File: src/rtl/oaht_pkg.sv
`timescale 1ns / 1ps
`default_nettype none
package oaht_pkg;

    typedef enum logic [1:0] {
        MODE_GET = 2'd0,
        MODE_PUT = 2'd1,
        MODE_DEL = 2'd2,
        MODE_NOP = 2'd3
    } t_mode;

    typedef struct packed {
        logic [1:0]  mode;
        logic [31:0] key;
        logic [31:0] value;
    } t_in_item;

    typedef struct packed {
        logic        ok;
        logic [31:0] read_value;
        logic [10:0] live_count;
    } t_out_item;

    typedef enum logic [2:0] {
        ST_IDLE,
        ST_CLEAR,
        ST_READ,
        ST_WAIT,
        ST_CHECK,
        ST_DONE
    } t_state;

endpackage
`default_nettype wire

File: src/rtl/oaht_front.sv
`timescale 1ns / 1ps
`default_nettype none
// Input queue: two entries between the port and the probe engine.
module oaht_front (
    input  wire                 i_clk,
    input  wire                 i_rst_n,
    input  wire                 i_valid,
    output logic                o_stall,
    input  oaht_pkg::t_in_item  i_data,
    output logic                o_valid,
    input  wire                 i_take,
    output oaht_pkg::t_in_item  o_data
);
    oaht_pkg::t_in_item r_q [2];
    logic [1:0] r_cnt, n_cnt;
    logic       r_rd, r_wr;
    logic       push, pop;

    assign o_stall = (r_cnt == 2'd2);
    assign push    = i_valid && !o_stall;
    assign o_valid = (r_cnt != 2'd0);
    assign pop     = o_valid && i_take;
    assign o_data  = r_q[r_rd];

    always_comb begin
        n_cnt = r_cnt + {1'b0, push} - {1'b0, pop};
    end

    always_ff @(posedge i_clk) begin
        if (!i_rst_n) begin
            r_cnt <= 2'd0;
            r_rd  <= 1'b0;
            r_wr  <= 1'b0;
        end else begin
            r_cnt <= n_cnt;
            if (push) r_wr <= !r_wr;
            if (pop)  r_rd <= !r_rd;
        end
        if (push) r_q[r_wr] <= i_data;
    end
endmodule
`default_nettype wire

File: config.mk
export PLATFORM = sky130hd
export DESIGN_NAME = oaht_front
export DESIGN_NICKNAME = d
export VERILOG_FILES = /design/src/rtl/oaht_pkg.sv /design/src/rtl/oaht_front.sv
export SDC_FILE = /design/constraint.sdc
export NUM_CORES = 1
export LEC_CHECK = 0
export ABC_AREA = 1
export BUFFER_PORTS_ARGS = -buffer_cell sky130_fd_sc_hd__buf_4
export CORE_MARGIN = 5
export CORE_UTILIZATION = 50
export CTS_CLUSTER_SIZE = 16
export DETAILED_ROUTE_END_ITERATION = 12
export PLACE_DENSITY = 0.81
export RECOVER_POWER = 25
export SLEW_MARGIN = 0
export SYNTH_ARGS = -nofsm -noshare
export SYNTH_HDL_FRONTEND = slang
export SYNTH_SLANG_ARGS = --single-unit
File: constraint.sdc
create_clock -name i_clk -period 4.65 [get_ports i_clk]
set_input_delay 0.465 -clock i_clk [delete_from_list [all_inputs] [get_ports i_clk]]
set_output_delay 0.465 -clock i_clk [all_outputs]
set_load 0.02 [all_outputs]
; ---- Yosys cells after proc, flatten, opt, wreduce, memory -nomap -nowiden
; Memory sizes are Yosys's and may differ from the RTL's. A register that Yosys moved wholly into a read port is not among the register bits.
; Index checks and enable logic that the tools add are counted.
[totals]
ff_bits = 4
ram_bits = 132
input_bits = 70
out_inout_bits = 68
elab_cells = 17
memories = 1
[mem_list]
columns = name, words, width, read_ports, rd_ports_with_merged_regs, write_ports, line
row1 = r_q, 2, 66, 1, 1, 1, oaht_front.sv:14  ; oaht_pkg::t_in_item r_q [2];
[op_classes]
add_sub_neg = 2
n_eq_ne = 1
mux = 4
n_reduce_logical = 6
[ops]
columns = operator, count
row1 = $mux W1, 4
row2 = $logic_not A1 Y1, 3
row3 = $add A2 B1 Y2, 1
row4 = $eq A2 B2 Y1 const B, 1
row5 = $logic_and A1 B1 Y1, 2
row6 = $reduce_bool A2 Y1, 1
row7 = $sub A2 B1 Y2, 1

; ---- Logic depth before layout (Yosys ltp)
; Gate-level depths: netlist (run 1).
[depth]
word_depth = 5
ltp_mapped = 11
depth_no_buf = 11

; ---- Worst setup path after synthesis (run 1)
; OpenSTA, ideal clock, no wires.
[synth_timing]
path_kind = register -> register
start = register r_cnt[0]
end = memory r_q[0][0] (netlist name), enable pin
setup_ps = 490
arrival_ps = 3318
required_time_ps = 4160
slack_ps = 842
stages_incl_launch_ff = 5
path_buffers = 0
period_less_slack_ps = 3808
path_cell_list = dfxtp_1 inv_1 nand2_1 nand2_1 nor2_1
[synth_between]
elab_chain_cells = 5
[synth_rtl]
columns = item, line
row1 = "start, declared", oaht_front.sv:15  ; logic [1:0] r_cnt, n_cnt;
row2 = "start signal, assigned", oaht_front.sv:35  ; r_cnt <= n_cnt;
row3 = $eq A2 B2 Y1, oaht_front.sv:19  ; assign o_stall = (r_cnt == 2'd2);
row4 = $logic_not A1 Y1, oaht_front.sv:20  ; assign push = i_valid && !o_stall;
row5 = $logic_and A1 B1 Y1, oaht_front.sv:20
row6 = $mux W1, oaht_front.sv:39  ; if (push) r_q[r_wr] <= i_data;
row7 = $mux W1 (implied by the code), oaht_front.sv:39
row8 = "end, declared", oaht_front.sv:14
; No other way between the ends.

==> flow_metrics.py, run 1 <==
metrics = {
    "power": {
        "power.leakage_uw": 0.002639,
        "comb_power_share_pct": 26.6,
        "power.net_switching_uw": 1077,
        "powerDensity_nw_per_um2": 562.3,
        "p_int_uw": 2743,
        "switching_share_pct": 28.19,
        "max-vdd-ir-drop_mv": 0.3452,
        "pwr-share-seq_pct": 44.3,
        "power_uw": 3820,
        "pwr-share-clk_pct": 29.1,
    },
    "route": {
        "drtAntennaViolNets": 0,
        "firstDrtPassIters": 4,
        "viasPerCell": 4.863,
        "post_drt_wl_per_cell_um": 16.38,
        "num_vias": 2636,
        "drtIter0Drc": 92,
        "drc": 0,
        "wl_um": 8876,
    },
    "place": {
        "place_congestion": 0.7309,
        "hpwlAfterDp_um": 5965,
        "place_area_um2": 6326,
        "io_buffers": 137,
    },
    "logic_synthesis": {
        "postSynthAreaPerCell_um2": 21.35,
        "ys_ff_latch": 137,
        "synthCells": 242,
        "yosysSeqAreaShare_pct": 78.64,
        "synth-edff-count": 132,
        "synth.cell_area_um2": 5167,
        "ys.flop_type": "edfxtp_1",
        "synth.most_common_cell": "edfxtp_1",
        "yosysUniqueCellTypes": 12,
        "synth_common_cells": "edfxtp_1 (132), mux2_4 (40), mux2_2 (26), nand2_1 (9)",
        "yosysWarningCount": 0,
        "syn-num-nets": 314,
        "synth_area_leader_cell": "edfxtp_1",
        "postSynth.asyncResetShare_pct": 0,
        "synthTopCellsByArea": "edfxtp_1 (77%), mux2_4 (12%), mux2_2 (5.7%)",
        "synth_top_area_share_pct": 76.71,
    },
    "global_route": {
        "grt_pass1_wl_um": 13900,
        "antenna_found_initial": 0,
        "first_global_vias": 2775,
        "grt.total_usage_pct": 14.69,
        "grt_max_degree": 67,
        "overflow": 0,
    },
    "cts": {
        "cts_num_sinks": 137,
        "cts_buffers": 17,
        "holdBufCountCts": 0,
        "clockBufferDepth": 2,
        "cts_resized": 0,
        "clockRootBuffer": "clkbuf_8",
        "htreeDepth": 4,
        "clock_latency_ns": 0.52,
        "clkTransAtPathRegs_ns": 0.06,
        "cts_setup_buffers": 0,
        "cts_tree": "done",
    },
    "critical_path": {
        "critPathCaptureType": "output pin",
        "cp_max_fo": 66,
        "cp.required_ns": 4.18,
        "critPathKind": "flop to output pin",
        "crit_arrival_ns": 2.23,
        "start_kind": "flop",
    },
    "timing": {
        "clock_skew_ns": 0.01362,
        "tns_ns": 0,
        "rsz0062_at_grt": "false",
        "finalSetupViolations": 0,
        "min_period_ns": 2.691,
        "timing.hold.ws_ns": 0.1353,
        "timing.final.crit_share_pct": 57.87,
        "hold_viol_final": 0,
        "max_freq_ghz": 0.3716,
        "worst_slew_pin_slew_ns": 1.092,
        "relSlewSlack_pct": 27.18,
        "maxSlewViolCount": 0,
    },
    "run": {
        "maxCapViolCount": 0,
    },
    "die": {
        "start_util_pct": 50.74,
        "die_h_um": 111.7,
        "rows": 37,
        "ioPinCount": 138,
        "core_um2": 10180,
        "die_x_um": 111.7,
        "dieArea_um2": 12470,
    },
    "layout": {
        "drive_gt1_share_pct": 55.67,
        "final_nets": 465,
        "n_antenna_cell": 0,
        "area_growth_pct": 31.45,
        "design_area_um2": 6793,
    },
    "outcome": {
        "outcome": "completed",
    },
    "worst_hold_path": {
        "hp-class": "primary input to flop",
    },
}
[kinds of logic after synthesis]
kind of cell	count (synthesis)	synth area share, %
AOI/OAI and AO/OA	2	0.1937
adders and majority gates	2	0.4842
buffers and inverters	15	1.864
DFF	137	78.64
muxes	66	17.29
and+or+nand+nor	20	1.525
[cell type report]
cell class	instances	area [um2]
Timing Repair Buffer	139	1010
Inverter	8	30.03
Clock buffer	23	446.7
Multi-Input combinational cell	90	1015
Clock inverter	9	53.80
Sequential cell	137	4068
Tap cell	136	170.2
Fill cell	713	3392
[power groups by stage]
stage          Clock, uW  Combinational, uW  Sequential, uW
4_1_cts             1140               1040            1700
5_1_grt             1200               1090            1720
6_report            1110               1020            1690
2_1_floorplan          0                723            1630
3_3_place_gp           0               1020            1710
3_5_place_dp           0               1040            1720
[layer usage]
metal	global-route usage, %	part of all wire, %
met3	6.467	7.3
met4	5.596	1.0
met1	17.72	42
met5	0	0
met2	23.42	50
[registers in the layout (all words and copies together) (netlist names), named ones only]
signal  cells
r_q       132
r_rd        1
r_cnt       2
r_wr        1
[cells in the final DEF (no fill, tap or decap)]
| master | instances |
|---|---|
| mux2_2 | 26 |
| dfxtp_1 | 4 |
| inv_1 | 7 |
| edfxtp_1 | 132 |
| inv_2 | 1 |
| clkbuf_1 | 14 |
| clkinv_4 | 1 |
| clkbuf_4 | 38 |
| a21oi_1 | 2 |
| clkinv_2 | 6 |
| ha_1 | 2 |
| dfxtp_4 | 1 |
| buf_4 | 92 |
| clkbuf_16 | 16 |
| nand3_1 | 3 |
| nand2_1 | 9 |
| clkbuf_8 | 2 |
| clkinvlp_4 | 2 |
| nor2_1 | 7 |
| nor2_4 | 1 |
| mux2_4 | 40 |
[worst max-delay path, stage by stage, from the launching register on]
cell and delay (ns):
dfxtp_4 1.06, mux2_2 0.44, buf_4 0.16
[path summary, 6_finish.rpt]
path	startpoint	end	slack, ns	cells after the start
setup / recovery	flop	o_data[2]	1.96	2
hold / removal	i_data[20]	r_q[1][20]	0.14	1
setup reg to reg	r_cnt[0]	r_q[0][65]	2.32	5
hold reg to reg	r_rd	flop	0.52	2
[stage by stage]
| stage | worst slack, ns | utilization [%] | cells |
|---|---|---|---|
| floorplan | 0.8424 | - | 242 |
| global placement | 2.334 | 62.11 | 510 |
| detailed placement | 2.258 | 62.11 | 510 |
| CTS | 1.914 | 67.03 | 542 |
| global route | 1.845 | 66.70 | 542 |
| finish | 1.959 | 66.70 | 542 |
Note: power is estimated with default switching activity, not from simulation.
==> run 2, diff against run 1 <==
==> constraint.sdc (replaced) <==
create_clock -name i_clk -period 2.8 [get_ports i_clk]
set_input_delay 0.28 -clock i_clk [delete_from_list [all_inputs] [get_ports i_clk]]
set_output_delay 0.28 -clock i_clk [all_outputs]
set_load 0.02 [all_outputs]
==> flow_metrics.py, run 2 (synthesis gave the netlist of run 1 again) <==
metrics = {
    "timing": {
        "max_freq_ghz": 0.4308,
        "min_period_ns": 2.321,
        "layout_setup_ws_ns": 0.4789,
        "timing.final.crit_share_pct": 82.90,
        "tns_ns": 0,
        "clock_skew_ns": 0.01066,
        "maxSlewViolCount": 0,
        "relSlewSlack_pct": 61.63,
        "rsz0062_at_grt": "false",
        "finalSetupViolations": 0,
        "worst_slew_pin_slew_ns": 0.5756,
        "hold_viol_final": 0,
    },
    "global_route": {
        "first_global_vias": 3263,
        "antenna_found_initial": 0,
        "grt_use_met1_pct": 18.94,
        "grt_pass1_wl_um": 16580,
        "grt.total_usage_pct": 17.25,
        "met3_usage_pct": 6.087,
        "met2_usage_pct": 30.90,
        "grt_max_degree": 45,
        "grt_most_used_layer": "met2",
        "overflow": 0,
    },
    "layout": {
        "area_growth_pct": 46.83,
        "biggestRegsByFlops": "r_q (132), r_cnt (2)",
        "drive_gt1_share_pct": 47.68,
        "most-common-layout-cells": "edfxtp_1 (132), buf_4 (95), dlygate4sd3_1 (67)",
        "n_antenna_cell": 0,
        "final_common_cell": "edfxtp_1",
        "largest_reg_flops": 132,
        "final_nets": 534,
        "final_cells": 610,
        "top_register": "r_q",
        "final_util_pct": 74.50,
    },
    "outcome": {
        "outcome": "completed",
    },
    "critical_path": {
        "start_kind": "flop",
        "critPathKind": "flop to output pin",
        "cp_max_fo": 42,
        "r2r_cells": 5,
        "critPathCaptureType": "output pin",
        "cp.required_ns": 2.52,
        "crit_arrival_ns": 2.04,
    },
    "die": {
        "dieArea_um2": 12470,
        "core_um2": 10180,
        "start_util_pct": 50.74,
        "rows": 37,
        "ioPinCount": 138,
        "die_x_um": 111.7,
        "die_h_um": 111.7,
    },
    "power": {
        "max-vdd-ir-drop_mv": 0.5571,
        "power_uw": 6814,
        "switching_share_pct": 27.27,
        "pwr-share-seq_pct": 40.1,
        "power.net_switching_uw": 1858,
        "comb_power_share_pct": 27.6,
        "p_int_uw": 4956,
        "powerDensity_nw_per_um2": 898.1,
        "power.leakage_uw": 0.002963,
        "pwr-share-clk_pct": 32.3,
    },
    "route": {
        "drc": 0,
        "wl_um": 10410,
        "viasPerCell": 4.793,
        "drtAntennaViolNets": 0,
        "firstDrtPassIters": 4,
        "post_drt_wl_per_cell_um": 17.06,
        "drtIter0Drc": 91,
        "num_vias": 2924,
    },
    "place": {
        "dp_slack_ns": 0.9997,
        "dpl.cell_count": 512,
        "place_congestion": 0.7117,
        "io_buffers": 137,
        "hpwlAfterDp_um": 6253,
    },
    "cts": {
        "cts_setup_buffers": 0,
        "cts_buffers": 17,
        "clockRootBuffer": "clkbuf_8",
        "cts_tree": "done",
        "htreeDepth": 4,
        "cts_num_sinks": 137,
        "clockBufferDepth": 2,
        "clkTransAtPathRegs_ns": 0.06,
        "clock_latency_ns": 0.51,
    },
    "worst_hold_path": {
        "hp-class": "primary input to flop",
        "whs_path_depth": 3,
    },
    "run": {
        "maxCapViolCount": 0,
    },
}
-- run 2: cell type report --
| type | instances | area, um2 |
|---|---|---|
| fillers | 614 | 2597 |
| flip-flops and latches | 137 | 4068 |
| well taps | 136 | 170.2 |
| repair buffers | 208 | 1709 |
| inverters | 8 | 30.03 |
| clock buffers | 17 | 414.1 |
| multi-input cells | 90 | 1015 |
| clock inverters | 14 | 181.4 |
-- run 2: worst paths after layout --
path	from	endpoint	slack, ns
max reg2reg	r_cnt[0]	r_q[1][11]	1.06
max	flop	o_data[11]	0.48
min	i_valid	r_wr	0.06
min reg2reg	r_rd	r_rd	0.51
-- run 2: metal layers --
metal	share of wire (%)	up-vias
met4	1.0	0
met3	6.7	11
met1	39	1432
met5	0	-
met2	53	102
li1	-	1379
-- run 2: worst max-delay path, stage by stage, from the launching register on --
cell and delay [ns]:
dfxtp_4 0.61, buf_12 0.34, mux2_2 0.39, buf_4 0.16
-- run 2: power groups by stage --
stage,sequential [uW],combinational [uW],clock (uW)
final,2730,1880,2200
after global routing,2760,2000,2340
after CTS,2730,1910,2240
after detailed placement,2770,1830,0
after global placement,2750,1800,0
after floorplan,2710,1200,0
-- run 2: repair_timing --
item	in CTS	in global routing
resized for setup	0	0
endpoints found under the hold margin	133	0
hold buffers	67	0
-- run 2: through the flow --
stage               cell area (um2)  hold slack, ns
floorplan                      5170          0.3735
global placement               6366          0.4644
detailed placement             6366          0.4677
CTS                            7632         0.03328
global route                   7587         0.07066
finish                         7587         0.05587
